## config.mk

```make
export PLATFORM = sky130hd
export DESIGN_NAME = sobel_ram
export DESIGN_NICKNAME = d
export VERILOG_FILES = /design/src/sobel_edge_magnitude_rgb_assert.svh /design/src/sobel_ram.sv
export SDC_FILE = /design/constraint.sdc
export NUM_CORES = 1
export LEC_CHECK = 0
export BUFFER_PORTS_ARGS = -buffer_cell sky130_fd_sc_hd__buf_2
export CORE_AREA = 2 2 100 141
export CTS_CLUSTER_SIZE = 20
export DETAILED_ROUTE_END_ITERATION = 10
export DIE_AREA = 0 0 102 143
export HOLD_SLACK_MARGIN = 0.15
export PLACE_DENSITY = 0.66
export SLEW_MARGIN = 40
export SYNTH_ARGS = -nofsm -noshare
export SYNTH_HDL_FRONTEND = slang
export SYNTH_SLANG_ARGS = --single-unit
```

## constraint.sdc

```tcl
create_clock -name clock -period 2.15 [get_ports clock]
set_input_delay 0.215 -clock clock [delete_from_list [all_inputs] [get_ports clock]]
set_output_delay 0.215 -clock clock [all_outputs]
set_load 0.005 [all_outputs]
```

## src/sobel_edge_magnitude_rgb_assert.svh

```systemverilog
// Assertion macros shared by the Sobel edge magnitude block.
`ifndef SOBEL_EDGE_MAGNITUDE_RGB_ASSERT_SVH
`define SOBEL_EDGE_MAGNITUDE_RGB_ASSERT_SVH

// Same-cycle implication, checked on every rising clock edge outside reset.
`define SOBEL_ASSERT_IMP(label, ante, cons, msg) \
   label: assert property (@(posedge clock) disable iff (reset) (ante) |-> (cons)) \
      else $error(msg);

// Next-cycle implication, checked on every rising clock edge outside reset.
`define SOBEL_ASSERT_NXT(label, ante, cons, msg) \
   label: assert property (@(posedge clock) disable iff (reset) (ante) |=> (cons)) \
      else $error(msg);

`endif

```

## src/sobel_ram.sv

```systemverilog
// Generic single-port-write, registered-read synchronous RAM.
module sobel_ram #(
   parameter int WIDTH = 8,
   parameter int DEPTH = 16
) (
   input  logic                     clock,
   input  logic                     wr_en,
   input  logic [$clog2(DEPTH)-1:0] wr_addr,
   input  logic [WIDTH-1:0]         wr_data,
   input  logic                     rd_en,
   input  logic [$clog2(DEPTH)-1:0] rd_addr,
   output logic [WIDTH-1:0]         rd_data
);

   logic [WIDTH-1:0] mem [DEPTH];
   logic [WIDTH-1:0] rd_data_ff;

   always_ff @(posedge clock) begin
      if (wr_en) begin
         mem[wr_addr] <= wr_data;
      end
      if (rd_en) begin
         rd_data_ff <= mem[rd_addr];
      end
   end

   assign rd_data = rd_data_ff;

endmodule

```

==> results of run 1 <==
-- per-stage QoR --
stage | instances | total power [mW] | setup slack, ns | hold slack, ns | area, um^2
6_report | 478 | 6.12 | 0.626 | 0.165 | 6250
5_1_grt | 478 | 6.31 | 0.574 | 0.155 | 6250
4_1_cts | 478 | 6.17 | 0.630 | 0.162 | 6250
3_5_place_dp | 446 | 3.33 | 0.315 | 0.595 | 5670
3_3_place_gp | 446 | 3.32 | 0.341 | 0.588 | 5670
2_1_floorplan | 229 | 3.21 | 0.442 | 0.314 | 5230
-- critical path: cells and delay by family (launching register included) --
| family | cells | cell delay, ns |
|---|---|---|
| DFF | 1 | 0.38 |
| and+or+nand+nor | 1 | 0.10 |
| AOI/OAI and AO/OA | 1 | 0.28 |
| muxes | 1 | 0.51 |
-- worst paths after layout --
kind | slack (ns) | end | depth (start not counted) | startpoint
max | 0.63 | rd_data[5]$_DFFE_PP_ | 3 | mem[0][5]$_DFFE_PP_
min | 0.16 | rd_data[3]$_DFFE_PP_ | 1 | rd_en
max reg2reg | 0.63 | rd_data[5]$_DFFE_PP_ | 3 | mem[0][5]$_DFFE_PP_
min reg2reg | 0.75 | rd_data[1]$_DFFE_PP_ | 3 | mem[12][1]$_DFFE_PP_
-- flip-flops by register name, indices dropped and copies added, names as in the netlist --
register / cells
rd_data: 8
mem: 128
-- logic make-up (layout without fill, tap and decap cells) --
family	Yosys count	after routing	share of synthesized area
compound gates	16	16	0.0230
buf+inv	10	77	0.0165
flops	136	136	0.781
mux	32	32	0.148
simple gates	35	35	0.0314
-- power by group --
part	total, mW	switching (mW)	internal (mW)	leakage [nW]
Sequential	3.00	0.0139	2.99	1.24
Combinational	0.268	0.152	0.116	0.583
Clock	2.85	1.04	1.81	0.281
-- routing by layer --
layer,global-route usage,up-vias,share of wire
met5,0,-,0
met4,0.0526,0,0.015
met3,0.0480,11,0.043
met2,0.245,75,0.54
met1,0.186,1279,0.41
li1,-,1088,-
-- placed cells by master, fill, tap and decap left out --
master / count
a22oi_1: 16
clkinvlp_4: 3
clkinv_2: 4
and2_1: 1
nand2b_1: 2
buf_2: 26
buf_4: 17
nand3b_1: 2
clkinv_1: 2
nor2_1: 13
mux4_2: 18
bufinv_16: 3
clkbuf_1: 1
nand2_1: 9
clkbuf_16: 17
mux4_1: 14
and2b_1: 1
nor2b_1: 1
nand3_1: 1
edfxtp_1: 136
buf_12: 2
nor3_1: 4
or3b_2: 1
clkinv_4: 2
-- final cells by class --
class / count / area (um^2) / share of cell area
clock inverters: 14 / 158 / 0.0252
well taps: 182 / 228 / 0.0364
repair buffers: 45 / 298 / 0.0476
multi-input cells: 83 / 1060 / 0.169
clock buffers: 18 / 429 / 0.0686
flip-flops and latches: 136 / 4080 / 0.653
==> results.md, run 1 <==
Global routing:
- The initial antenna violation count came to 0.
- The total grt overflow is 0.
- For this run, the total global-route usage over all layers was measured as 0.149.
- The number of global-route vias before repair is 2546.
- The largest net degree at the start of global routing is 33.
- The first global-routing pass estimated 15.2 mm of wire.

Detailed routing:
- The total wire length is 9.93 mm.
- For this run, the detailed router's first-pass iteration total came to 4.
- The total number of vias is 2453.
- The mean routed wirelength per cell is 20.8 um.
- In this run, the number of DRC markers left after iteration 0 of detailed routing was 177.
- The vias per cell is 5.13.
- For this run, design rule violations remaining after detail routing come to 0.
- The detail route stage leaves a number of antenna-violating nets equal to 0.

Worst setup path:
- The kind of start point of the critical path is a register.
- The cell with the biggest individual delay on the critical path is mux4_1.
- The required arrival time at the worst endpoint is 2.30 ns.
- The data arrival at the endpoint of the critical path is 1.68 ns.
- The signal on the critical path passes through mux4_1 -> a22oi_1 -> nand2_1.
- The critical path is of the reg2reg type.
- STA classifies the critical path endpoint as a register.
- Of all nets on the critical path, the largest fanout is 1.
- The highest cell delay on the worst timing path is 0.51 ns.

Clock network:
- The clock transition at the register clock pins on the worst setup and hold paths after CTS is 0.06 ns.
- After clock tree synthesis, the setup repair step added 0 buffers.
- The tree is rooted in a clkbuf_16.
- The number of buffers on the longest clock path is 2.
- The insertion delay to the later sink of the worst-skew pair is 0.41 ns.
- TritonCTS built the clock tree.
- The CTS buffer count is 17.
- CTS saw 136 sinks.
- The post-cts repair resize count is 0.
- The H-tree level count is 4.
- The hold buffer count at CTS is 0.

Power:
- The worst-case IR drop observed on VDD is 536 uV.
- Summed over all cells, the static leakage comes to 2.10 nW.
- The areal power density over the cells is 978 nW/um^2.

Placed design:
- The count of buffers inserted at the top-level ports is 26.
- The congestion estimate from routability-driven global placement came to 0.705.
- After legalization and detailed placement, the total HPWL measured 6.47 mm.

Logic synthesis:
- During synthesis, Yosys emitted a total of 0 warnings.
- The number of enable flip-flop cells after synthesis is 136.
- The netlist area before placement is 5230 um^2.
- The biggest area contributor in the post-synthesis netlist is edfxtp_1.
- The most used standard cell by instance count after synthesis is edfxtp_1.
- The share of the yosys chip area belonging to registers is 0.781.
- The gate count after technology mapping is 229.
- Of the post-synthesis cell area, the dominant cell type holds 0.781.
- The most used flip-flop cell after synthesis is edfxtp_1.
- Counting every net in the synthesized netlist gives 248.
- Counting flops with an async set or reset pin after synthesis yields a share of 0.
- Yosys mapped the design onto 18 distinct sky130hd cell types.
- Yosys attributes the largest share of cell area to edfxtp_1 78%, mux4_2 7.8%, mux4_1 7.0%.
- The average instance in the mapped netlist occupies 22.8 um^2.
- Ranked by instance count, the synthesized netlist is headed by 136 x edfxtp_1, 18 x mux4_2, 16 x a22oi_1.
- The flip-flop and latch count after synthesis is 136.

Timing:
- Setup repair after global routing left no endpoint under its margin.
- The final-layout setup total negative slack is 0 ns.
- The upper clock frequency limit is 656 MHz.
- The share of the cycle needed by the critical path after routing is 0.709.
- Setup violations remaining at the end of the flow were counted as 0.
- The final count of hold timing violations is 0.
- Between clock sinks in the finished design, the worst skew comes to 0.00915 ns.
- Measured against its own limit, the worst slew margin works out to 0.534.
- The max-slew violation total from the final report is 0.
- The minimum period implied by the final worst setup slack is 1.52 ns.
- At the pin with the least slew margin, the transition time is 0.696 ns.

Floorplan:
- For this configuration, the core starts out at a cell density of 0.394.
- The die covers 14600 um^2.
- The initialized floorplan defines 50 standard-cell rows.
- The die boundary height is 143 um.
- The horizontal die dimension is 102 um.
- The boundary pin count is 27.
- In this run the standard cell core region covers 13300 um^2.

Cells and area:
- The filler cells instantiated in the layout total 1137.
- The final layout contains 302 nets.
- The final standard cell utilization of the core is 0.472.
- In the final layout, the share of cells above drive strength 1 is 0.314.
- Compared with the post-synthesis result, the final layout area differs by 19.6%.
- The number of inserted diodes is 0.

Run status:
- The run finished with clean final reports.

Hold path:
- The tightest min-delay check is of the in2reg type.

Flow run:
- The number of max-cap violations is 0.
Power figures use the tool's default switching activity.
==> inputs of run 2 (changes only) <==
--- a/config.mk
+++ b/config.mk
@@ -5,13 +5,14 @@
 export SDC_FILE = /design/constraint.sdc
 export NUM_CORES = 1
 export LEC_CHECK = 0
+export ABC_AREA = 1
 export BUFFER_PORTS_ARGS = -buffer_cell sky130_fd_sc_hd__buf_2
-export CORE_AREA = 2 2 100 141
+export CORE_AREA = 2 2 106 149
 export CTS_CLUSTER_SIZE = 20
 export DETAILED_ROUTE_END_ITERATION = 10
-export DIE_AREA = 0 0 102 143
+export DIE_AREA = 0 0 108 151
 export HOLD_SLACK_MARGIN = 0.15
-export PLACE_DENSITY = 0.66
+export PLACE_DENSITY = 0.68
 export SLEW_MARGIN = 40
 export SYNTH_ARGS = -nofsm -noshare
 export SYNTH_HDL_FRONTEND = slang
==> constraint.sdc (replaced) <==
create_clock -name clock -period 1.3 [get_ports clock]
set_input_delay 0.13 -clock clock [delete_from_list [all_inputs] [get_ports clock]]
set_output_delay 0.13 -clock clock [all_outputs]
set_load 0.005 [all_outputs]
==> run 2 against run 1 <==
Critical path depth up 3. Sequential cell count stayed put. Cell count up 68%. Largest cell class unchanged.
==> results.md, run 2 <==
Worst setup path:
- The required arrival time at the worst endpoint came to 1.46 ns (-0.84 ns).
- The worst setup path is captured at a register.
- The data arrival at the endpoint of the critical path is 1.31 ns (-0.37 ns).
- The top fanout value on the critical path is 1 (unchanged).
- The kind of start point of the critical path is a register.
- The type of the setup path with the least slack is reg2reg.

Detailed routing:
- The total wire length is 13.1 mm (+32%).
- The total number of vias is 3877 (+58%).
- In this run the top signal layer used is met4.
- The total DRC errors in the routed layout is 0 (unchanged).
- The vias per cell is 4.83 (-5.9%).
- The met2 wire length is 7.22 mm (+36%).
- The mean routed wirelength per cell is 16.3 um (-21%).
- The residual antenna-violating net count after detailed routing is 0 (unchanged).
- The number of detailed-route iterations in the first pass is 7 (+3).
- The detailed-routed wire length on met3 was 597 um (+39%).
- The initial detailed-routing violation count is 286 (+62%).
- The routed length on met1 is 4.96 mm (+23%).

Global routing:
- The initial antenna violation count is 0 (unchanged).
- The largest net degree at the start of global routing is 48 (+45%).
- The total grt overflow was 0 (unchanged).
- The overall global routing resource usage is 0.172 (+0.0223).
- The first-pass GRT wire length is 20.1 mm (+32%).
- The number of global-route vias before repair came to 3890 (+53%).

Cells and area:
- Leaving out fill and tap cells, the most frequent cells in the layout are 173 x nand2_1, 136 x edfxtp_1, 100 x inv_1, 97 x nand3_1, 26 x buf_2.
- The final net count is 619 (+100%).
- The ratio of cells with drive above 1 in the final layout was 0.129 (-0.185).
- The number of inserted diodes is 0 (unchanged).
- The flip-flop count of the largest register, all copies and words added came to 128 (unchanged).
- mem holds more flip-flops than any other register.
- From synthesis to final layout, the design area changed by 16.5%.
- The library cell used most frequently in the layout, excluding fill and tap cells, is nand2_1.
- The post-layout instance count excluding filler cells is 803 (+68%).

Logic synthesis:
- The number of enable flip-flop cells after synthesis is 136 (unchanged).
- The netlist area before placement is 5850 um^2 (+12%).
- The number of warning messages in the yosys log is 0 (unchanged).
- The area share of the leading cell type in the synthesized netlist was 0.698 (-0.0828).
- In the synthesized netlist, the cells that appear most often are 173 x nand2_1, 136 x edfxtp_1, 100 x inv_1.
- The number of distinct library cells after synthesis is 11 (-7).
- The net count after synthesis is 570 (+130%).
- Sorting the synthesized cells by area gives the leading types as edfxtp_1 70%, nand2_1 11%, nand3_1 8.3%.
- The primary flip-flop cell chosen by synthesis mapping is edfxtp_1.
- The share of synthesized registers carrying an async set or reset is 0 (unchanged).
- The flip-flop and latch count after synthesis came to 136 (unchanged).
- The gate count after technology mapping is 551 (+140%).
- nand2_1 is the most common cell in the netlist.
- The synthesized area per cell is 10.6 um^2 (-54%).
- The share of the yosys chip area belonging to registers was 0.698 (-0.0828).
- The top cell type by total area after synthesis is edfxtp_1.

Clock network:
- TritonCTS built the clock tree.
- The count of buffers added by post-CTS timing repair for setup was 0 (unchanged).
- The hold buffer count at CTS is 3 (+3).
- The post-cts repair resize count is 0 (unchanged).
- The clock transition at the register clock pins on the worst setup and hold paths after CTS was 0.06 ns (about the same).
- The CTS buffer count is 17 (unchanged).
- The clock net sink count was 136 (unchanged).
- The H-tree level count was 4 (unchanged).
- The number of buffers on the longest clock path was 2 (unchanged).
- The insertion delay to the later sink of the worst-skew pair is 0.41 ns (about the same).
- The root cell of the clock tree is clkbuf_16.

Hold path:
- The worst hold path class is in2reg.

Timing:
- Setup repair after global routing left no endpoint under its margin.
- The minimum period implied by the final worst setup slack is 1.15 ns (-0.377 ns).
- The final count of hold timing violations came to 0 (unchanged).
- The final hold slack is 0.158 ns (-0.00630 ns).
- The upper clock frequency limit is 872 MHz (+33%).
- The worst slew slack as a fraction of its limit is 0.609 (+0.0751).
- The total of endpoints with negative setup slack in the final report is 0 (unchanged).
- The max-slew violation total from the final report came to 0 (unchanged).
- The final setup skew is 0.00693 ns (-0.00221 ns).
- The share of the cycle needed by the critical path after routing is 0.882 (+0.173).
- The transition at the pin with the smallest max-transition slack is 0.585 ns (-0.111 ns).
- The final-layout setup total negative slack is 0 ns (unchanged).

Floorplan:
- The die boundary height is 151 um (+5.6%).
- The overall die area is 16300 um^2 (+12%).
- The boundary pin count came to 27 (unchanged).
- The core footprint came to 14900 um^2 (+13%).
- The initial standard-cell utilization of the core came to 0.392 (-0.00229).
- The horizontal die dimension is 108 um (+5.9%).
- The number of placement rows was 53 (+6.0%).

Placed design:
- The post-DP HPWL is 8.45 mm (+31%).
- The final estimated routing congestion in global placement came to 0.845 (+20%).
- The number of placed instances, taps included is 770 (+73%).
- The count of buffers inserted at the top-level ports was 26 (unchanged).

Power:
- The static power due to leakage came to 2.93 nW (+40%).
- The largest voltage drop on the vdd net is 709 uV (+32%).
- The areal power density over the cells is 1440 nW/um^2 (+47%).

Run status:
- The flow ran to the end, and the final reports show no timing, DRC or antenna violations.

Flow run:
- The number of max-cap violations was 0 (unchanged).
run 2: cell types whose count changed in the layout (fill, tap and decap cells not counted), moves of 4 or more:
| cell | before | now |
|---|---|---|
| inv_1 | 0 | 100 |
| a22oi_1 | 16 | 0 |
| nor2_1 | 13 | 17 |
| nand2_1 | 9 | 173 |
| nand3_1 | 1 | 97 |
| mux4_2 | 18 | 0 |
| buf_4 | 17 | 23 |
| nor3_1 | 4 | 0 |
| mux4_1 | 14 | 0 |
run 2: where the power goes:
part           switching, mW  internal [mW]
clock                   1.66           2.57
sequential            0.0260           4.94
combinational          0.420          0.188
run 2: through the flow:
stage / setup WS (ns) / instance area, um^2 / util / power, mW
2_1_floorplan: 0.219 / 5850 / - / 5.40
3_3_place_gp: -0.0137 / 6260 / 0.420 / 5.65
3_5_place_dp: -0.0441 / 6260 / 0.420 / 5.66
4_1_cts: 0.153 / 6810 / 0.457 / 9.86
5_1_grt: 0.0678 / 6810 / 0.457 / 10.1
6_report: 0.153 / 6810 / 0.457 / 9.80
run 2: cell type report:
cell class / instances / area, um^2
repair buffers: 54 / 373
flip-flops and latches: 136 / 4080
clock inverters: 11 / 85.1
multi-input cells: 289 / 1210
fillers: 1350 / 8110
inverters: 102 / 383
clock buffers: 19 / 433
well taps: 192 / 240
run 2: path summary, 6_finish.rpt:
check	startpoint	cells after the start	slack [ns]	to
setup / recovery	mem[1][0]$_DFFE_PP_	6	0.15	rd_data[0]$_DFFE_PP_
hold / removal	wr_data[1]	1	0.16	mem[3][1]$_DFFE_PP_
setup reg to reg	mem[1][0]$_DFFE_PP_	6	0.15	rd_data[0]$_DFFE_PP_
hold reg to reg	mem[14][4]$_DFFE_PP_	6	0.75	rd_data[4]$_DFFE_PP_
run 2: logic make-up after synthesis:
| kind of cell | count (synthesis) | share of synthesized area |
|---|---|---|
| buf+inv | 126 | 0.0939 |
| simple gates | 289 | 0.208 |
| flops | 136 | 0.698 |
run 2: critical path: stages, from the launching register on:
cell      delay [ns]
edfxtp_1        0.36
inv_1           0.06
nand2_1         0.05
nand3_1         0.09
nand3_1         0.13
nand3_1         0.14
nand2_1         0.07
run 2: routing by layer:
| layer | vias up | track usage |
|---|---|---|
| li1 | 1870 | - |
| met1 | 1869 | 0.183 |
| met2 | 116 | 0.319 |
| met3 | 22 | 0.0409 |
| met4 | 0 | 0.0744 |
| met5 | - | 0 |
==> inputs of run 3 (changes only) <==
--- a/config.mk
+++ b/config.mk
@@ -6,13 +6,14 @@
 export NUM_CORES = 1
 export LEC_CHECK = 0
 export ABC_AREA = 1
-export BUFFER_PORTS_ARGS = -buffer_cell sky130_fd_sc_hd__buf_2
 export CORE_AREA = 2 2 106 149
 export CTS_CLUSTER_SIZE = 20
 export DETAILED_ROUTE_END_ITERATION = 10
 export DIE_AREA = 0 0 108 151
+export DONT_BUFFER_PORTS = 1
 export HOLD_SLACK_MARGIN = 0.15
-export PLACE_DENSITY = 0.68
+export PLACE_DENSITY = 0.66
+export RECOVER_POWER = 25
 export SLEW_MARGIN = 40
 export SYNTH_ARGS = -nofsm -noshare
 export SYNTH_HDL_FRONTEND = slang
==> run 3 against run 2 <==
Non-clock buffer count is 21 lower. Combinational power is 16% lower. Clock power is 5% higher. Sequential cell count stayed put. Hold slack worse by 0.14 ns. Maximum frequency is 10% lower. Critical path type is now in2reg.
==> results.md, run 3 (synthesis results as in run 2) <==
Floorplan:
- The horizontal die dimension came to 108 um (unchanged).
- The number of placement rows is 53 (unchanged).
- The overall die area is 16300 um^2 (unchanged).
- The initial standard-cell utilization of the core is 0.392 (unchanged).
- The die boundary height is 151 um (unchanged).
- The boundary pin count is 27 (unchanged).
- The core footprint is 14900 um^2 (unchanged).

Worst setup path:
- Among the stages of the critical path, the cell type that occurs most often is nand3_1.
- The worst path buffer plus inverter count is 1 (unchanged).
- The top fanout value on the critical path is 24 (+23).
- The kind of start point of the critical path is an input pin.
- The signal on the critical path passes through dlygate4sd3_1 -> nand3_1 -> nand3_1 -> nand3_1 -> nand2_1.
- Broken down by cell family, the worst path's largest delay share belongs to buffers and inverters.
- The reg-to-reg setup timing slack is 0.15 ns (about the same).
- The required arrival time at the worst endpoint was 1.57 ns (+0.11 ns).
- The type of the setup path with the least slack is in2reg.
- The number of cells on the worst reg-to-reg path was 6 (unchanged).
- The critical path ends at rd_data[2]$_DFFE_PP_.
- The data arrival at the endpoint of the critical path is 1.55 ns (+0.24 ns).
- The cell with the biggest individual delay on the critical path is dlygate4sd3_1.
- The worst register-to-register path begins at mem[0][0]$_DFFE_PP_.
- The highest cell delay on the worst timing path is 0.96 ns (+0.60 ns).
- The endpoint of the worst-slack reg-to-reg timing path is rd_data[0]$_DFFE_PP_.
- The launching instance or port of the critical path is rd_addr[1].
- The critical path depth in cells came to 5 (-1).
- The worst setup path is captured at a register.

Timing:
- Setup repair after global routing left no endpoint under its margin.
- The final-layout setup total negative slack is 0 ns (unchanged).
- The transition at the pin with the smallest max-transition slack was 0.753 ns (+0.168 ns).
- The final setup skew is 0.00831 ns (+0.00138 ns).
- The share of the cycle needed by the critical path after routing is 0.980 (+0.0979).
- The max-slew violation total from the final report is 0 (unchanged).
- The worst slew slack as a fraction of its limit is 0.497 (-0.113).
- The minimum period implied by the final worst setup slack is 1.27 ns (+0.127 ns).
- The final count of hold timing violations is 0 (unchanged).
- The upper clock frequency limit is 785 MHz (-10%).
- The total of endpoints with negative setup slack in the final report is 0 (unchanged).

Detailed routing:
- The number of detailed-route iterations in the first pass came to 4 (-3).
- The initial detailed-routing violation count is 257 (-10%).
- The mean routed wirelength per cell is 16.6 um (+1.7%).
- The total number of vias is 3776 (-2.6%).
- The vias per cell was 4.82 (-0.24%).
- The total DRC errors in the routed layout is 0 (unchanged).
- The total wire length came to 13.0 mm (-0.72%).
- The residual antenna-violating net count after detailed routing was 0 (unchanged).

Global routing:
- The initial antenna violation count is 0 (unchanged).
- The overall global routing resource usage is 0.166 (-0.00557).
- The largest net degree at the start of global routing came to 66 (+38%).
- The first-pass GRT wire length is 19.5 mm (-3.0%).
- The total grt overflow came to 0 (unchanged).
- The number of global-route vias before repair is 3652 (-6.1%).

Clock network:
- The CTS buffer count was 17 (unchanged).
- The count of buffers added by post-CTS timing repair for setup is 0 (unchanged).
- The post-cts repair resize count came to 0 (unchanged).
- The number of buffers on the longest clock path was 2 (unchanged).
- The cell sitting at the root of the clock tree is a clkbuf_16.
- The clock tree from TritonCTS is yes.
- The H-tree level count is 4 (unchanged).
- The clock transition at the register clock pins on the worst setup and hold paths after CTS is 0.06 ns (about the same).
- The insertion delay to the later sink of the worst-skew pair is 0.41 ns (about the same).
- The clock net sink count was 136 (unchanged).
- The hold buffer count at CTS came to 10 (+7).

Flow run:
- The number of max-cap violations is 0 (unchanged).

Cells and area:
- The area growth from synthesis to final layout is 15.2%.
- The final standard cell utilization of the core is 0.452 (-0.00495).
- The final net count is 598 (-3.4%).
- The flip-flop count of the largest register, all copies and words added is 128 (unchanged).
- The most frequent standard cell in the layout excluding fill and tap cells is nand2_1.
- Counting flops per register, the top entry is mem.
- The top cell types in the final layout, fill and taps aside, are 173 x nand2_1, 136 x edfxtp_1, 100 x inv_1, 97 x nand3_1.
- The ratio of cells with drive above 1 in the final layout is 0.0743 (-0.0550).
- The number of inserted diodes is 0 (unchanged).

Placed design:
- The count of buffers inserted at the top-level ports is 0 (-100%).
- The final estimated routing congestion in global placement is 0.886 (+4.9%).
- The post-DP HPWL is 8.17 mm (-3.4%).

Hold path:
- The worst hold path class is in2reg.

Power:
- The largest voltage drop on the vdd net is 837 uV (+18%).
- The static power due to leakage was 2.82 nW (-3.8%).
- The areal power density over the cells was 1470 nW/um^2 (+2.3%).

Run status:
- The run finished with clean final reports.
run 3: cell types whose count changed in the layout (fill, tap and decap cells not counted), moves of 3 or more:
cell,change
buf_2,-26
buf_4,-12
clkbuf_1,+7
clkinv_2,-3
dlygate4sd3_1,+8
inv_6,+4
run 3: stage by stage:
step	setup slack, ns	hold WS [ns]	std cells	power [mW]	instance area [um^2]
2_1_floorplan	0.219	0.229	551	5.40	5850
3_3_place_gp	0.110	0.230	741	5.47	6110
3_5_place_dp	0.109	0.230	741	5.48	6110
4_1_cts	0.143	0.00684	783	9.96	6760
5_1_grt	0.0347	0.0166	784	10.2	6740
6_report	0.0258	0.0200	784	9.93	6740
run 3: worst min-delay path by stage:
stage	from	endpoint	depth (start not counted)
floorplan	wr_data[0]	mem[0][0]$_DFFE_PP_	0
global placement	wr_data[0]	mem[11][0]$_DFFE_PP_	0
detailed placement	wr_data[4]	mem[9][4]$_DFFE_PP_	0
CTS	rd_addr[2]	rd_data[4]$_DFFE_PP_	3
global route	rd_addr[2]	rd_data[4]$_DFFE_PP_	3
finish	rd_addr[2]	rd_data[4]$_DFFE_PP_	3
run 3: power by group:
group          switching [mW]  total [mW]  leakage, nW  internal [mW]
clock                    1.81        4.43        0.259           2.62
sequential             0.0361        4.98         1.24           4.94
combinational           0.348       0.513         1.32          0.165
total                    2.20        9.93         2.82           7.73
run 3: per-layer routing:
| layer | vias to the layer above | GRT usage | wire, um |
|---|---|---|---|
| li1 | 1833 | - | - |
| met1 | 1780 | 0.187 | 5020 |
| met2 | 134 | 0.295 | 6880 |
| met3 | 29 | 0.0452 | 730 |
| met4 | 0 | 0.0699 | 391 |
| met5 | - | 0 | 0 |
run 3: final cells by class:
| class | count | area (um^2) |
|---|---|---|
| sequential | 136 | 4080 |
| timing repair buffer | 33 | 267 |
| clock inverter | 15 | 125 |
| multi-input combinational | 289 | 1210 |
| fill | 1380 | 8180 |
| tap | 192 | 240 |
| inverter | 102 | 383 |
| clock buffer | 17 | 425 |
run 3: worst reg2reg max path: stages (launching register included):
cell	delay, ns
edfxtp_1	0.37
inv_1	0.07
nand2_1	0.05
nand3_1	0.06
nand3_1	0.13
nand3_1	0.12
nand2_1	0.08
