File: config.mk
export PLATFORM = sky130hd
export DESIGN_NAME = sobel_mag
export DESIGN_NICKNAME = d
export VERILOG_FILES = /design/src/sobel_edge_magnitude_rgb_assert.svh /design/src/sobel_pkg.sv /design/src/sobel_mag.sv
export SDC_FILE = /design/constraint.sdc
export NUM_CORES = 1
export LEC_CHECK = 0
export ABC_AREA = 1
export BUFFER_PORTS_ARGS = -buffer_cell sky130_fd_sc_hd__buf_2
export CORE_ASPECT_RATIO = 0.8
export CORE_MARGIN = 5
export CORE_UTILIZATION = 60
export DETAILED_ROUTE_END_ITERATION = 12
export PLACE_DENSITY = 0.79
export RECOVER_POWER = 25
export SLEW_MARGIN = 0
export SYNTH_ARGS = -nofsm -noshare
export SYNTH_HDL_FRONTEND = slang
export SYNTH_SLANG_ARGS = --single-unit
export TNS_END_PERCENT = 50
File: constraint.sdc
create_clock -name clock -period 8.7 [get_ports clock]
set_input_delay 0 -clock clock [delete_from_list [all_inputs] [get_ports clock]]
set_output_delay 0 -clock clock [all_outputs]
set_load 0.01 [all_outputs]
File: src/sobel_edge_magnitude_rgb_assert.svh
// Assertion macros shared by the Sobel edge magnitude block.
`ifndef SOBEL_EDGE_MAGNITUDE_RGB_ASSERT_SVH
`define SOBEL_EDGE_MAGNITUDE_RGB_ASSERT_SVH

// Same-cycle implication, checked on every rising clock edge outside reset.
`define SOBEL_ASSERT_IMP(label, ante, cons, msg) \
   label: assert property (@(posedge clock) disable iff (reset) (ante) |-> (cons)) \
      else $error(msg);

// Next-cycle implication, checked on every rising clock edge outside reset.
`define SOBEL_ASSERT_NXT(label, ante, cons, msg) \
   label: assert property (@(posedge clock) disable iff (reset) (ante) |=> (cons)) \
      else $error(msg);

`endif

File: src/sobel_pkg.sv
// Package with the types and constants of the Sobel edge magnitude block.
package sobel_pkg;

   localparam int MAX_WIDTH  = 1024;
   localparam int MAX_HEIGHT = 4096;

   localparam int CHAN_W = 8;
   localparam int PIX_W  = 3 * CHAN_W;
   localparam int LINE_W = 2 * PIX_W;
   localparam int COL_W  = $clog2(MAX_WIDTH);
   localparam int FW_W   = 11;
   localparam int FH_W   = 13;
   localparam int ROW_W  = 13;

   localparam int CSR_IDX_W  = 1;
   localparam int CSR_DATA_W = 13;

   localparam logic [CSR_IDX_W-1:0] CSR_FRAME_WIDTH  = 1'd0;
   localparam logic [CSR_IDX_W-1:0] CSR_FRAME_HEIGHT = 1'd1;

   localparam logic [FW_W-1:0] WIDTH_RESET  = 11'd640;
   localparam logic [FH_W-1:0] HEIGHT_RESET = 13'd480;
   localparam logic [FW_W-1:0] WIDTH_MAX    = FW_W'(MAX_WIDTH);
   localparam logic [FH_W-1:0] HEIGHT_MAX   = FH_W'(MAX_HEIGHT);

   // Magnitude arithmetic: the radicand is four times Gx^2+Gy^2.
   localparam int ABS_W   = 10;
   localparam int SQ_W    = 2 * ABS_W;
   localparam int RAD_W   = 24;
   localparam int ROOT_W  = RAD_W / 2;
   localparam int REM_W   = ROOT_W + 2;
   localparam int STEP_W  = $clog2(ROOT_W);
   localparam logic [STEP_W-1:0] ROOT_LAST = STEP_W'(ROOT_W - 1);

   typedef struct packed {
      logic              req_type;
      logic [CHAN_W-1:0] red_in;
      logic [CHAN_W-1:0] green_in;
      logic [CHAN_W-1:0] blue_in;
   } req_item_type;

   typedef struct packed {
      logic [CHAN_W-1:0] red_out;
      logic [CHAN_W-1:0] green_out;
      logic [CHAN_W-1:0] blue_out;
      logic              row_end;
      logic              frame_end;
   } rsp_item_type;

   typedef logic [2:0][2:0][CHAN_W-1:0] chan_taps_type;

endpackage

File: src/sobel_mag.sv
// Gradient magnitude of one colour channel: Sobel sums, squares and a rounded square root.
module sobel_mag (
   input  logic                          clock,
   input  logic                          reset,
   input  logic                          start,
   input  sobel_pkg::chan_taps_type      taps,
   output logic                          done,
   output logic [sobel_pkg::CHAN_W-1:0]  mag
);
   import sobel_pkg::*;

   typedef enum logic [5:0] {
      S_IDLE = 6'b000001,
      S_ABS  = 6'b000010,
      S_SQ   = 6'b000100,
      S_SUM  = 6'b001000,
      S_ROOT = 6'b010000,
      S_FIN  = 6'b100000
   } mag_state_type;

   mag_state_type     state_ff, state_in;
   logic [ABS_W-1:0]  ax_ff, ay_ff;
   logic [SQ_W-1:0]   sqx_ff, sqy_ff;
   logic [RAD_W-1:0]  rad_ff, rad_in;
   logic [REM_W-1:0]  rem_ff, rem_in;
   logic [ROOT_W-1:0] q_ff, q_in;
   logic [STEP_W-1:0] step_ff, step_in;

   logic [ABS_W-1:0]  pos_x, neg_x, pos_y, neg_y;
   logic [ABS_W:0]    gx, gy;
   logic [REM_W+1:0]  rem_sh, trial, diff;
   logic [ROOT_W:0]   rounded;

   always_comb begin
      pos_x = ABS_W'(taps[0][2]) + {taps[1][2], 1'b0} + ABS_W'(taps[2][2]);
      neg_x = ABS_W'(taps[0][0]) + {taps[1][0], 1'b0} + ABS_W'(taps[2][0]);
      pos_y = ABS_W'(taps[2][0]) + {taps[2][1], 1'b0} + ABS_W'(taps[2][2]);
      neg_y = ABS_W'(taps[0][0]) + {taps[0][1], 1'b0} + ABS_W'(taps[0][2]);
      gx    = {1'b0, pos_x} - {1'b0, neg_x};
      gy    = {1'b0, pos_y} - {1'b0, neg_y};
   end

   // One result bit per step of the restoring square root.
   assign rem_sh = {rem_ff, rad_ff[RAD_W-1 -: 2]};
   assign trial  = {2'b00, q_ff, 2'b01};
   assign diff   = rem_sh - trial;

   always_comb begin
      state_in = state_ff;
      rad_in   = rad_ff;
      rem_in   = rem_ff;
      q_in     = q_ff;
      step_in  = step_ff;
      unique case (state_ff)
         S_IDLE: begin
            if (start) begin
               state_in = S_ABS;
            end
         end
         S_ABS: begin
            state_in = S_SQ;
         end
         S_SQ: begin
            state_in = S_SUM;
         end
         S_SUM: begin
            rad_in   = {1'b0, ({1'b0, sqx_ff} + {1'b0, sqy_ff}), 2'b00};
            rem_in   = '0;
            q_in     = '0;
            step_in  = '0;
            state_in = S_ROOT;
         end
         S_ROOT: begin
            rad_in  = {rad_ff[RAD_W-3:0], 2'b00};
            step_in = step_ff + 1'b1;
            if (rem_sh >= trial) begin
               rem_in = diff[REM_W-1:0];
               q_in   = {q_ff[ROOT_W-2:0], 1'b1};
            end else begin
               rem_in = rem_sh[REM_W-1:0];
               q_in   = {q_ff[ROOT_W-2:0], 1'b0};
            end
            if (step_ff == ROOT_LAST) begin
               state_in = S_FIN;
            end
         end
         S_FIN: begin
            state_in = S_IDLE;
         end
         default: begin
            state_in = S_IDLE;
         end
      endcase
   end

   always_ff @(posedge clock) begin
      if (reset) begin
         state_ff <= S_IDLE;
      end else begin
         state_ff <= state_in;
      end
   end

   always_ff @(posedge clock) begin
      if (state_ff == S_ABS) begin
         ax_ff <= gx[ABS_W] ? ABS_W'(-gx) : gx[ABS_W-1:0];
         ay_ff <= gy[ABS_W] ? ABS_W'(-gy) : gy[ABS_W-1:0];
      end
      if (state_ff == S_SQ) begin
         sqx_ff <= ax_ff * ax_ff;
         sqy_ff <= ay_ff * ay_ff;
      end
      rad_ff  <= rad_in;
      rem_ff  <= rem_in;
      q_ff    <= q_in;
      step_ff <= step_in;
   end

   // The root of four times the sum, halved with rounding up, is the rounded root.
   assign rounded = ({1'b0, q_ff} + 1'b1) >> 1;
   assign mag     = (rounded > (ROOT_W+1)'(255)) ? 8'd255 : rounded[CHAN_W-1:0];
   assign done    = (state_ff == S_FIN);

endmodule

==> summary.md, run 1 <==
| Metric | Value |
|---|---|
| Max transition margin | -40.5% |
| PD cells | 408 nW/um^2 |
| Max-Cap Viols | 1 |
| Reg2reg end | sqy_ff[14] |
| Unrepaired setup endpoints after global routing | false |
| Initial antenna violation count | 0 |
| R2R depth | 16 |
| DR vias | 11900 |
| Antenna diodes | 0 |
| IO Port Bufs | 75 |
| CP arrival | ~5.3 ns |
| Hold EP | ay_ff[0] |
| Nets | 2314 |
| Final Wtd Congestion | 0.923 |
| Wire per inst | 13.9 um |
| Largest net degree at the start of global routing | 54 |
| Chip width | 187 um |
| TNS Setup | 0 ns |
| Vias per inst | 5.25 |
| Average cell area after synthesis | ~8 um^2 |
| Min cycle time layout | 5.15 ns |
| CP startpoint kind | flop |
| #FFs+latches synth | 116 |
| Clk root buf | clkbuf_16 |
| Total CTS buffers | 17 |
| CTS tree | done |
| Setup slack, reg-to-reg | roughly 3.6 ns |
| Run status | finished with violations |
| Die height | 151 um |
| WHS Path Cells | 3 |
| GRT overflow | 0 |
| Syn nets | around 2200 |
| LEAKAGE | about 0.0089 uW |
| Final worst-path setup slack | 3.55 ns |
| Post-DP HPWL | about 26 mm |
| Count of distinct cell types in the synthesized netlist | 49 |
| Area Overhead vs Synth | 8.48% |
| Number of nets with antenna violations after routing | 0 |
| Postcts setup bufs | 0 |
| Maximum VDD drop | 0.298 mV |
| Cell Count Post-Placement | 2226 |
| Clock latency on the worst-skew pair | 0.43 ns |
| Reg2reg start | ay_ff[9] |
| Failing checks | capacitance limit, slew limit |
| Row count | just over 50 |
| Top-Level Pins | 84 |
| Max Slew Vio Count | between 40 and 50 |
| Filler cell count | about 2000 |
| Post-route clock period utilization | 59.1% |
| Final wirelength | 31.5 mm |
| Post-synthesis sequential area ratio | 22.9% |
| First-pass GRT wire length | 55.1 mm |
| DRC Markers | 0 |
| Starting density of the core | 61.2% |
| Number of synthesis warnings | 0 |
| CTS H-tree lvls | 4 |
| Initial drt markers | 865 |
| Data required, critical path | 8.86 ns |
| Clock skew | 0.0104 ns |
| Worst slack, placed | approximately 3.6 ns |
| Crit path launch | ay_ff[9] |
| CTS Buffer Depth | 2 |
| Clk slew on worst S/H paths | about 0.060 ns |
| Synthesized cell area | 15000 um^2 |
| Worst Tran Pin Value | 2.11 ns |
| Commonest non-fill, non-tap cell in the layout | inv_1 |
| Commonest non-fill, non-tap cells in the layout | 454 x inv_1, 406 x nand2_1, 156 x fa_1, 154 x ha_1, 129 x nor2_1 |
| Worst Hold Class | primary input to flop |
| Max FO, Critical Path | 10 |
| Core ar. | 24400 um^2 |
| Setup violators final | 0 |
| Post-synthesis instance total | 1861 |
| Number of global-route vias before repair | 12300 |
| CP endpoint kind | flop |
| Die area | 28200 um^2 |
| Router iterations before antenna repair | 5 |
| FMAX | between 150 and 200 MHz |
| Share of layout cells above drive strength 1 | 7.67% |
| Final hold viol count | 0 |
| Tot GR Track Use | 23.4% |
| Final std cells w/o fill | between 2000 and 2500 |
| Hold_sp | taps[1] |
| Clk sinks | ~120 |
| Setup CP Type | flop to flop |
[critical path, cell delays in order, from the launching register on]
cell      delay [ns]
edfxtp_1        0.60
nand2_1         0.22
fa_1            0.54
fa_1            0.54
inv_1           0.06
fa_1            0.50
fa_1            0.55
inv_1           0.06
fa_1            0.53
inv_1           0.04
ha_1            0.40
nand2_1         0.11
inv_1           0.10
nand3_1         0.08
o21ai_1         0.27
a21oi_1         0.13
xnor2_1         0.16
[stage by stage]
stage	cell area (um^2)	power [uW]	util [%]	hold slack [ns]
6_report	16200	6620	66.4	0.0854
5_1_grt	16200	7400	66.4	0.116
4_1_cts	16200	6610	66.4	0.0777
3_5_place_dp	15600	5810	63.8	0.221
3_3_place_gp	15600	5680	63.8	0.219
2_1_floorplan	15000	4740	-	0.0691
[where the power goes]
part / switching, uW / internal [uW] / total, uW / leakage (uW)
sequential: 49.9 / 884 / 934 / 0.000995
clock: 261 / 479 / 740 / 0.000297
combinational: 3100 / 1840 / 4940 / 0.00764
[state kept, by name, indices dropped and copies added, names as in the netlist]
| name | cells |
|---|---|
| rem_ff | 14 |
| ax_ff | 10 |
| q_ff | 12 |
| sqx_ff | 19 |
| ay_ff | 10 |
| sqy_ff | 19 |
| step_ff | 4 |
| rad_ff | 22 |
| state_ff | 6 |
[cells by family after synthesis]
| group | after synthesis | share of synthesized area, % |
|---|---|---|
| XOR/XNOR | 73 | 4.28 |
| adder cells (fa/ha/maj) | 310 | 33.8 |
| AND/OR/NAND/NOR | 715 | 20.6 |
| flip-flops | 116 | 22.9 |
| AO/OA/AOI/OAI | 155 | 5.85 |
| buffers and inverters | 492 | 12.6 |
[cell usage after synthesis, drive strengths merged]
library cell / number / area, um^2
nand4: 17 / 106
o31ai: 1 / 7.51
nor3b: 1 / 7.51
nand3b: 13 / 97.6
o21a: 2 / 15.0
o211ai: 1 / 7.51
a211oi: 1 / 7.51
nor2: 146 / 611
o21ai: 55 / 294
dfxtp: 6 / 120
xor2: 50 / 438
buf: 10 / 78.8
nor4: 4 / 40.0
nand2b: 1 / 6.26
or2: 3 / 21.3
clkbuf: 22 / 83.8
clkinv: 1 / 3.75
and3: 2 / 12.5
a21oi: 67 / 335
ha: 154 / 1930
nand3: 96 / 495
inv: 459 / 1730
xnor2: 23 / 201
a21boi: 3 / 30.0
a21o: 8 / 60.1
nand2: 412 / 1560
edfxtp: 110 / 3300
fa: 156 / 3120
a31oi: 8 / 50.1
nor3: 20 / 115
o21bai: 9 / 67.6
[layer usage]
| layer | vias up | wire, um | global-route usage (%) |
|---|---|---|---|
| met5 | - | 0 | 0 |
| met4 | 0 | 425 | 6.26 |
| met3 | 39 | 1620 | 3.92 |
| met2 | 305 | 15000 | 39.8 |
| met1 | 5637 | 14500 | 31.5 |
| li1 | 5890 | - | - |
[worst max path at each step]
| stage | end | slack [ns] |
|---|---|---|
| 2_1_floorplan | sqy_ff[14] | 3.97 |
| 3_3_place_gp | sqy_ff[14] | 3.66 |
| 3_5_place_dp | sqy_ff[14] | 3.58 |
| 4_1_cts | sqy_ff[14] | 3.56 |
| 5_1_grt | sqy_ff[14] | 3.27 |
| 6_report | sqy_ff[14] | 3.55 |
[final cells by class]
| class | count | area, um^2 | area share (%) |
|---|---|---|---|
| sequential | 116 | 3420 | 21.1 |
| clock buffer | 19 | 433 | 2.67 |
| multi-input combinational | 1253 | 9640 | 59.4 |
| tap | 318 | 398 | 2.45 |
| clock inverter | 13 | 180 | 1.11 |
| timing repair buffer | 81 | 417 | 2.57 |
| inverter | 460 | 1730 | 10.7 |
[what timing repair did]
item	CTS	global route
gates resized for setup	0	0
hold endpoints to repair	6	0
hold buffers	2	0
No activity file was read; power rests on OpenSTA's default activity.
==> run 2: changes to the inputs <==
--- a/config.mk
+++ b/config.mk
@@ -5,13 +5,13 @@
 export SDC_FILE = /design/constraint.sdc
 export NUM_CORES = 1
 export LEC_CHECK = 0
-export ABC_AREA = 1
+export ABC_AREA = 0
 export BUFFER_PORTS_ARGS = -buffer_cell sky130_fd_sc_hd__buf_2
 export CORE_ASPECT_RATIO = 0.8
 export CORE_MARGIN = 5
-export CORE_UTILIZATION = 60
+export CORE_UTILIZATION = 57
 export DETAILED_ROUTE_END_ITERATION = 12
-export PLACE_DENSITY = 0.79
+export PLACE_DENSITY = 0.78
 export RECOVER_POWER = 25
 export SLEW_MARGIN = 0
 export SYNTH_ARGS = -nofsm -noshare
==> constraint.sdc (replaced) <==
create_clock -name clock -period 4.45 [get_ports clock]
set_input_delay 0 -clock clock [delete_from_list [all_inputs] [get_ports clock]]
set_output_delay 0 -clock clock [all_outputs]
set_load 0.01 [all_outputs]
==> run 2 against run 1 <==
The run ends with capacitance limit, slew limit, setup timing left; fmax increased by 3.1%; global-route usage decreased by 0.68 points; clock-buffer cell count decreased by 2; non-clock buffer count increased by 126; critical path type unchanged; critical endpoint is now sqy_ff[15].
==> summary.md, run 2 <==
| Metric | Value |
|---|---|
| Largest cells by area after synthesis | edfxtp_1 24%, fa_1 23%, ha_1 14% |
| GRT overflow | 0 (unchanged) |
| Initial drt markers | 637 (-26%) |
| Most frequent cell after synthesis | inv_1 |
| Post-synthesis instance total | 1407 (-24%) |
| Met1 Usage GRT | 30.1% (-1.4 points) |
| Average cell area after synthesis | 9.78 um^2 (+22%) |
| Post-synth ARST share | 0% (unchanged) |
| Commonest non-fill, non-tap cells in the layout | 290 x inv_1, 153 x fa_1, 131 x ha_1, 118 x buf_4, 110 x edfxtp_1 |
| Antenna diodes | 0 (unchanged) |
| R2R depth | 21 (+5) |
| Run status | finished with violations |
| Area share of the largest cell type after synthesis | 24.0% (+1.9 points) |
| First-pass GRT wire length | 50.8 mm (-7.8%) |
| Global route hottest layer | met2 |
| Clock skew | 0.00779 ns (-0.00263 ns) |
| Post-route cell area | 16600 um^2 (+2.4%) |
| FMAX | 200 MHz (+3.1%) |
| Initial antenna violation count | 0 (unchanged) |
| Number of synthesis warnings | 0 (unchanged) |
| Synthesized cell area | 13800 um^2 (-8.0%) |
| Placed cell areas | 15400 um^2 (-1.0%) |
| Failing checks | capacitance limit, slew limit, setup timing |
| Max FO, Critical Path | 5 (-5) |
| Commonest register cell after synthesis | edfxtp_1 |
| WHS Path Cells | 3 (unchanged) |
| Commonest non-fill, non-tap cell in the layout | inv_1 |
| Router iterations before antenna repair | 5 (unchanged) |
| Total CTS buffers | 17 (unchanged) |
| Clock latency on the worst-skew pair | 0.42 ns (about the same) |
| Top-Level Pins | 84 (unchanged) |
| Post-synthesis sequential area ratio | 24.9% (+2.0 points) |
| CTS H-tree lvls | 4 (unchanged) |
| Row count | 50 (-2.0%) |
| Max transition margin | -86.8% (-46 points) |
| Hold EP | state_ff[1] |
| Largest net degree at the start of global routing | 51 (-5.6%) |
| Core ar. | 23600 um^2 (-3.5%) |
| Unrepaired setup endpoints after global routing | true |
| Share of layout cells above drive strength 1 | 20.9% (+13 points) |
| Clk root buf | clkbuf_16 |
| Setup CP Type | flop to flop |
| Starting density of the core | 58.3% (-2.9 points) |
| Largest register FFs | 22 (unchanged) |
| Worst Hold Class | primary input to flop |
| Area Overhead vs Synth | 20.8% |
| Post-route clock period utilization | 112% (+53 points) |
| Die area | 27400 um^2 (-3.0%) |
| Commonest cells post-synth | 306 x inv_1, 156 x fa_1, 154 x ha_1 |
| Max-Cap Viols | 2 (+1) |
| Min cycle time layout | 4.99 ns (-0.153 ns) |
| Setup slack, reg-to-reg | -0.54 ns (-4.10 ns) |
| Wire per inst | 15.9 um (+14%) |
| CTS Buffer Depth | 2 (unchanged) |
| Final worst-path setup slack | -0.542 ns (-4.10 ns) |
| WHS | 0.0415 ns (-0.0440 ns) |
| Final wirelength | 30.6 mm (-2.8%) |
| DRC Markers | 0 (unchanged) |
| CP endpoint kind | flop |
| CP arrival | 5.17 ns (-0.14 ns) |
| IO Port Bufs | 75 (unchanged) |
| Util after Layout | 70.4% (+4.1 points) |
| Number of nets with antenna violations after routing | 0 (unchanged) |
| Data required, critical path | 4.62 ns (-4.24 ns) |
| Vias per inst | 5.40 (+2.8%) |
| CTS tree | done |
| Die height | 149 um (-1.5%) |
| Worst slack, placed | -0.454 ns (-4.04 ns) |
| Tot GR Track Use | 22.7% (-0.68 points) |
| #FFs+latches synth | 116 (unchanged) |
| Largest reg by FF count | rad_ff |
| Final hold viol count | 0 (unchanged) |
| CP startpoint kind | flop |
| Count of distinct cell types in the synthesized netlist | 61 (+24%) |
| Syn nets | 1792 (-20%) |
| Final Wtd Congestion | 0.931 (+0.84%) |
| M3 GR Usage | 3.49% (-0.43 points) |
| Post-synth EDFFs | 110 (unchanged) |
| Number of global-route vias before repair | 10900 (-11%) |
| Post-DP HPWL | 23.2 mm (-9.7%) |
| Setup violators final | 20 (+20) |
| Reg2reg start | ay_ff[3] |
| Clk sinks | 116 (unchanged) |
| Clk slew on worst S/H paths | 0.06 ns (about the same) |
| Reg2reg end | sqy_ff[15] |
| Chip width | 184 um (-1.5%) |
| Max Slew Vio Count | 86 (+110%) |
| Area leader, netlist | edfxtp_1 |
| Regs by FF count | rad_ff x22, sqx_ff x19, sqy_ff x19 |
| Nets | 1986 (-14%) |
| Worst Tran Pin Value | 2.79 ns (+0.685 ns) |
| DR vias | 10400 (-12%) |
| Met2 Usage GRT | 39.1% (-0.76 points) |
| Hold_sp | start |
==> run 2: final cells by class <==
class | instances | area, um^2
tap | 312 | 390
timing repair buffer | 207 | 1380
clock buffer | 17 | 425
inverter | 306 | 1150
fill | 1643 | 6970
multi-input combinational | 953 | 9650
sequential | 116 | 3420
clock inverter | 15 | 194
==> run 2: cell families (layout without fill, tap and decap cells) <==
logic type	Yosys count	in the layout	share of synthesized area, %
adder cells (fa/ha/maj)	310	310	36.7
AO/OA/AOI/OAI	207	207	9.85
flip-flops	116	116	24.9
multiplexers	16	16	1.20
buffers and inverters	338	545	9.28
XOR/XNOR	103	103	6.56
AND/OR/NAND/NOR	317	317	11.5
==> run 2: per-layer routing <==
layer | vias to the layer above | routed length, um
met4 | 0 | 663
met5 | - | 0
met1 | 5088 | 13300
met2 | 282 | 15200
li1 | 4973 | -
met3 | 55 | 1420
==> run 2: worst max-delay path by stage <==
stage             start         end
2_1_floorplan  ay_ff[6]  sqy_ff[15]
3_3_place_gp   ax_ff[3]  sqx_ff[17]
3_5_place_dp   ax_ff[3]  sqx_ff[17]
4_1_cts        ay_ff[2]  sqy_ff[19]
5_1_grt        ay_ff[6]  sqy_ff[19]
6_report       ay_ff[3]  sqy_ff[15]
==> run 2: stage by stage <==
step | std cells | setup TNS (ns)
after detailed placement | 1864 | -6.02
after CTS | 1913 | -4.96
after global placement | 1864 | -4.59
after global routing | 1926 | -10.56
final | 1926 | -6.94
after floorplan | 1407 | -2.37
==> run 2: critical path, cell delays in order (launching register included) <==
cell	delay, ns
edfxtp_1	0.51
buf_4	0.18
buf_6	0.10
nand2_1	0.07
fa_1	0.52
inv_2	0.06
fa_1	0.49
inv_2	0.04
fa_1	0.55
inv_1	0.07
fa_1	0.56
ha_4	0.22
ha_2	0.19
a21o_1	0.16
a21o_1	0.17
buf_4	0.13
nand2_1	0.12
o21ai_4	0.09
buf_4	0.14
o21ai_4	0.13
nor2b_4	0.17
xnor2_1	0.06
==> run 2: what timing repair did <==
item / 4_1_cts / 5_1_grt
endpoints found under the setup margin: 20 / 21
resized for setup: 37 / 36
endpoints found under the hold margin: 6 / 0
hold buffers: 1 / 0
gates cloned: 0 / 0
pin swaps: 60 / 48
setup buffers: 17 / 13
Power of run 2 is not shown: default switching activity piles up to over one toggle a cycle in this logic, so the estimate is an artifact.
==> run 3: changes to the inputs <==
--- a/config.mk
+++ b/config.mk
@@ -6,13 +6,13 @@
 export NUM_CORES = 1
 export LEC_CHECK = 0
 export ABC_AREA = 0
-export BUFFER_PORTS_ARGS = -buffer_cell sky130_fd_sc_hd__buf_2
 export CORE_ASPECT_RATIO = 0.8
 export CORE_MARGIN = 5
-export CORE_UTILIZATION = 57
+export CORE_UTILIZATION = 60
 export DETAILED_ROUTE_END_ITERATION = 12
-export PLACE_DENSITY = 0.78
-export RECOVER_POWER = 25
+export DONT_BUFFER_PORTS = 1
+export MAX_ROUTING_LAYER = met4
+export PLACE_DENSITY = 0.79
 export SLEW_MARGIN = 0
 export SYNTH_ARGS = -nofsm -noshare
 export SYNTH_HDL_FRONTEND = slang
==> run 3 against run 2 <==
The flow finishes with violations (setup timing); worst setup slack improved by 0.13 ns; die area decreased by 4.7%; final area decreased by 1.9%; critical endpoint is now sqx_ff[14].
==> summary.md, run 3 (synthesis results as in run 2) <==
| Metric | Value |
|---|---|
| Number of global-route vias before repair | 10700 (-1.8%) |
| Post-DP HPWL | 22.1 mm (-4.6%) |
| Die area | 26100 um^2 (-4.7%) |
| Largest register FFs | 22 (unchanged) |
| Initial antenna violation count | 0 (unchanged) |
| Max Slew Vio Count | 0 (-100%) |
| Nets | 1918 (-3.4%) |
| WHS Path Cells | 3 (unchanged) |
| CP endpoint kind | flop |
| Largest net degree at the start of global routing | 51 (unchanged) |
| Starting density of the core | 61.2% (+2.8 points) |
| Number of nets with antenna violations after routing | 0 (unchanged) |
| Area Overhead vs Synth | 18.4% |
| Core ar. | 22500 um^2 (-4.6%) |
| CTS H-tree lvls | 4 (unchanged) |
| Final hold viol count | 0 (unchanged) |
| Max transition margin | 18.4% (+110 points) |
| Clock skew | 0.0101 ns (+0.00235 ns) |
| IO Port Bufs | 0 (-100%) |
| DR vias | 10100 (-3.1%) |
| Final Wtd Congestion | 0.961 (+3.2%) |
| First-pass GRT wire length | 49.5 mm (-2.6%) |
| Final wirelength | 29.3 mm (-4.3%) |
| Tot GR Track Use | 23.9% (+1.2 points) |
| Top-Level Pins | 84 (unchanged) |
| Setup violators final | 21 (+5.0%) |
| Wire per inst | 15.8 um (-0.43%) |
| CTS Buffer Depth | 2 (unchanged) |
| Regs by FF count | rad_ff x22, sqx_ff x19, sqy_ff x19 |
| Die height | 145 um (-2.4%) |
| Unrepaired setup endpoints after global routing | true |
| Largest reg by FF count | rad_ff |
| Worst Hold Class | primary input to flop |
| Final std cells w/o fill | 1852 (-3.8%) |
| Min cycle time layout | 4.86 ns (-0.131 ns) |
| CTS tree | done |
| Cell Count Post-Placement | 1779 (-4.6%) |
| R2R depth | 16 (-24%) |
| Max FO, Critical Path | 6 (+1) |
| Final worst-path setup slack | -0.411 ns (+0.131 ns) |
| Row count | 49 (-2.0%) |
| Clock latency on the worst-skew pair | 0.43 ns (about the same) |
| Clk root buf | clkbuf_16 |
| FMAX | 206 MHz (+2.7%) |
| Vias per inst | 5.44 (+0.76%) |
| Setup CP Type | flop to flop |
| Data required, critical path | 4.63 ns (about the same) |
| Chip width | 179 um (-2.4%) |
| Antenna diodes | 0 (unchanged) |
| Router iterations before antenna repair | 5 (unchanged) |
| Worst Tran Pin Value | 1.22 ns (-1.57 ns) |
| Failing checks | setup timing |
| GRT overflow | 0 (unchanged) |
| Clk sinks | 116 (unchanged) |
| Commonest non-fill, non-tap cells in the layout | 288 x inv_1, 152 x fa_1, 135 x ha_1, 125 x buf_4, 110 x edfxtp_1 |
| CP arrival | 5.04 ns (-0.13 ns) |
| Run status | finished with violations |
| Post-route clock period utilization | 109% (-3.0 points) |
| Share of layout cells above drive strength 1 | 18.0% (-3.0 points) |
| DRC Markers | 0 (unchanged) |
| Initial drt markers | 495 (-22%) |
| CP startpoint kind | flop |
| Commonest non-fill, non-tap cell in the layout | inv_1 |
| Clk slew on worst S/H paths | 0.06 ns (about the same) |
| Max-Cap Viols | 0 (-2) |
| Total CTS buffers | 17 (unchanged) |
run 3: per-layer routing:
layer / GRT usage (%) / up-vias / routed length [um]
li1: - / 4838 / -
met5: - / - / 0
met4: 7.23 / 0 / 742
met3: 3.97 / 64 / 1310
met1: 30.5 / 4930 / 12700
met2: 39.5 / 242 / 14600
run 3: path summary, 6_finish.rpt:
kind              startpoint         end  slack (ns)
setup / recovery    ax_ff[3]  sqx_ff[14]       -0.41
hold / removal      taps[48]    ax_ff[0]        0.19
setup reg to reg    ax_ff[3]  sqx_ff[14]       -0.41
hold reg to reg   rad_ff[12]  rad_ff[14]        0.53
run 3: critical path: stages, from the launching register on:
cell       delay (ns)
edfxtp_1         0.51
nand2_4          0.11
inv_2            0.04
fa_1             0.55
fa_1             0.45
fa_1             0.49
fa_1             0.49
inv_1            0.05
fa_1             0.49
inv_2            0.05
ha_4             0.25
a2111oi_4        0.32
o21ai_2          0.14
a41oi_2          0.29
o21bai_1         0.14
a21oi_2          0.15
xnor2_1          0.07
run 3: timing repair:
item / in CTS / in global routing
buffers inserted: 28 / 10
hold buffers: 4 / 0
resized for setup: 46 / 30
endpoints found under the hold margin: 8 / 0
pin swaps: 51 / 47
setup endpoints to repair: 21 / 23
run 3: layout make-up:
cell class / count / area [um^2]
clock buffer: 18 / 429
clock inverter: 14 / 201
fill: 1564 / 6200
inverter: 306 / 1150
multi-input combinational: 953 / 9620
sequential: 116 / 3420
tap: 306 / 383
timing repair buffer: 139 / 1090
run 3: stage by stage:
stage | area (um^2) | hold slack (ns) | TNS [ns] | setup WS (ns) | utilization (%)
4_1_cts | 16100 | 0.181 | -5.13 | -0.356 | 71.5
3_5_place_dp | 15000 | 0.0822 | -6.57 | -0.432 | 66.8
5_1_grt | 16300 | 0.232 | -9.53 | -0.622 | 72.4
6_report | 16300 | 0.192 | -6.11 | -0.411 | 72.4
2_1_floorplan | 14100 | 0.0767 | -2.37 | -0.226 | -
3_3_place_gp | 15000 | 0.0794 | -4.80 | -0.349 | 66.8
Power of run 3 is left out for the same reason.
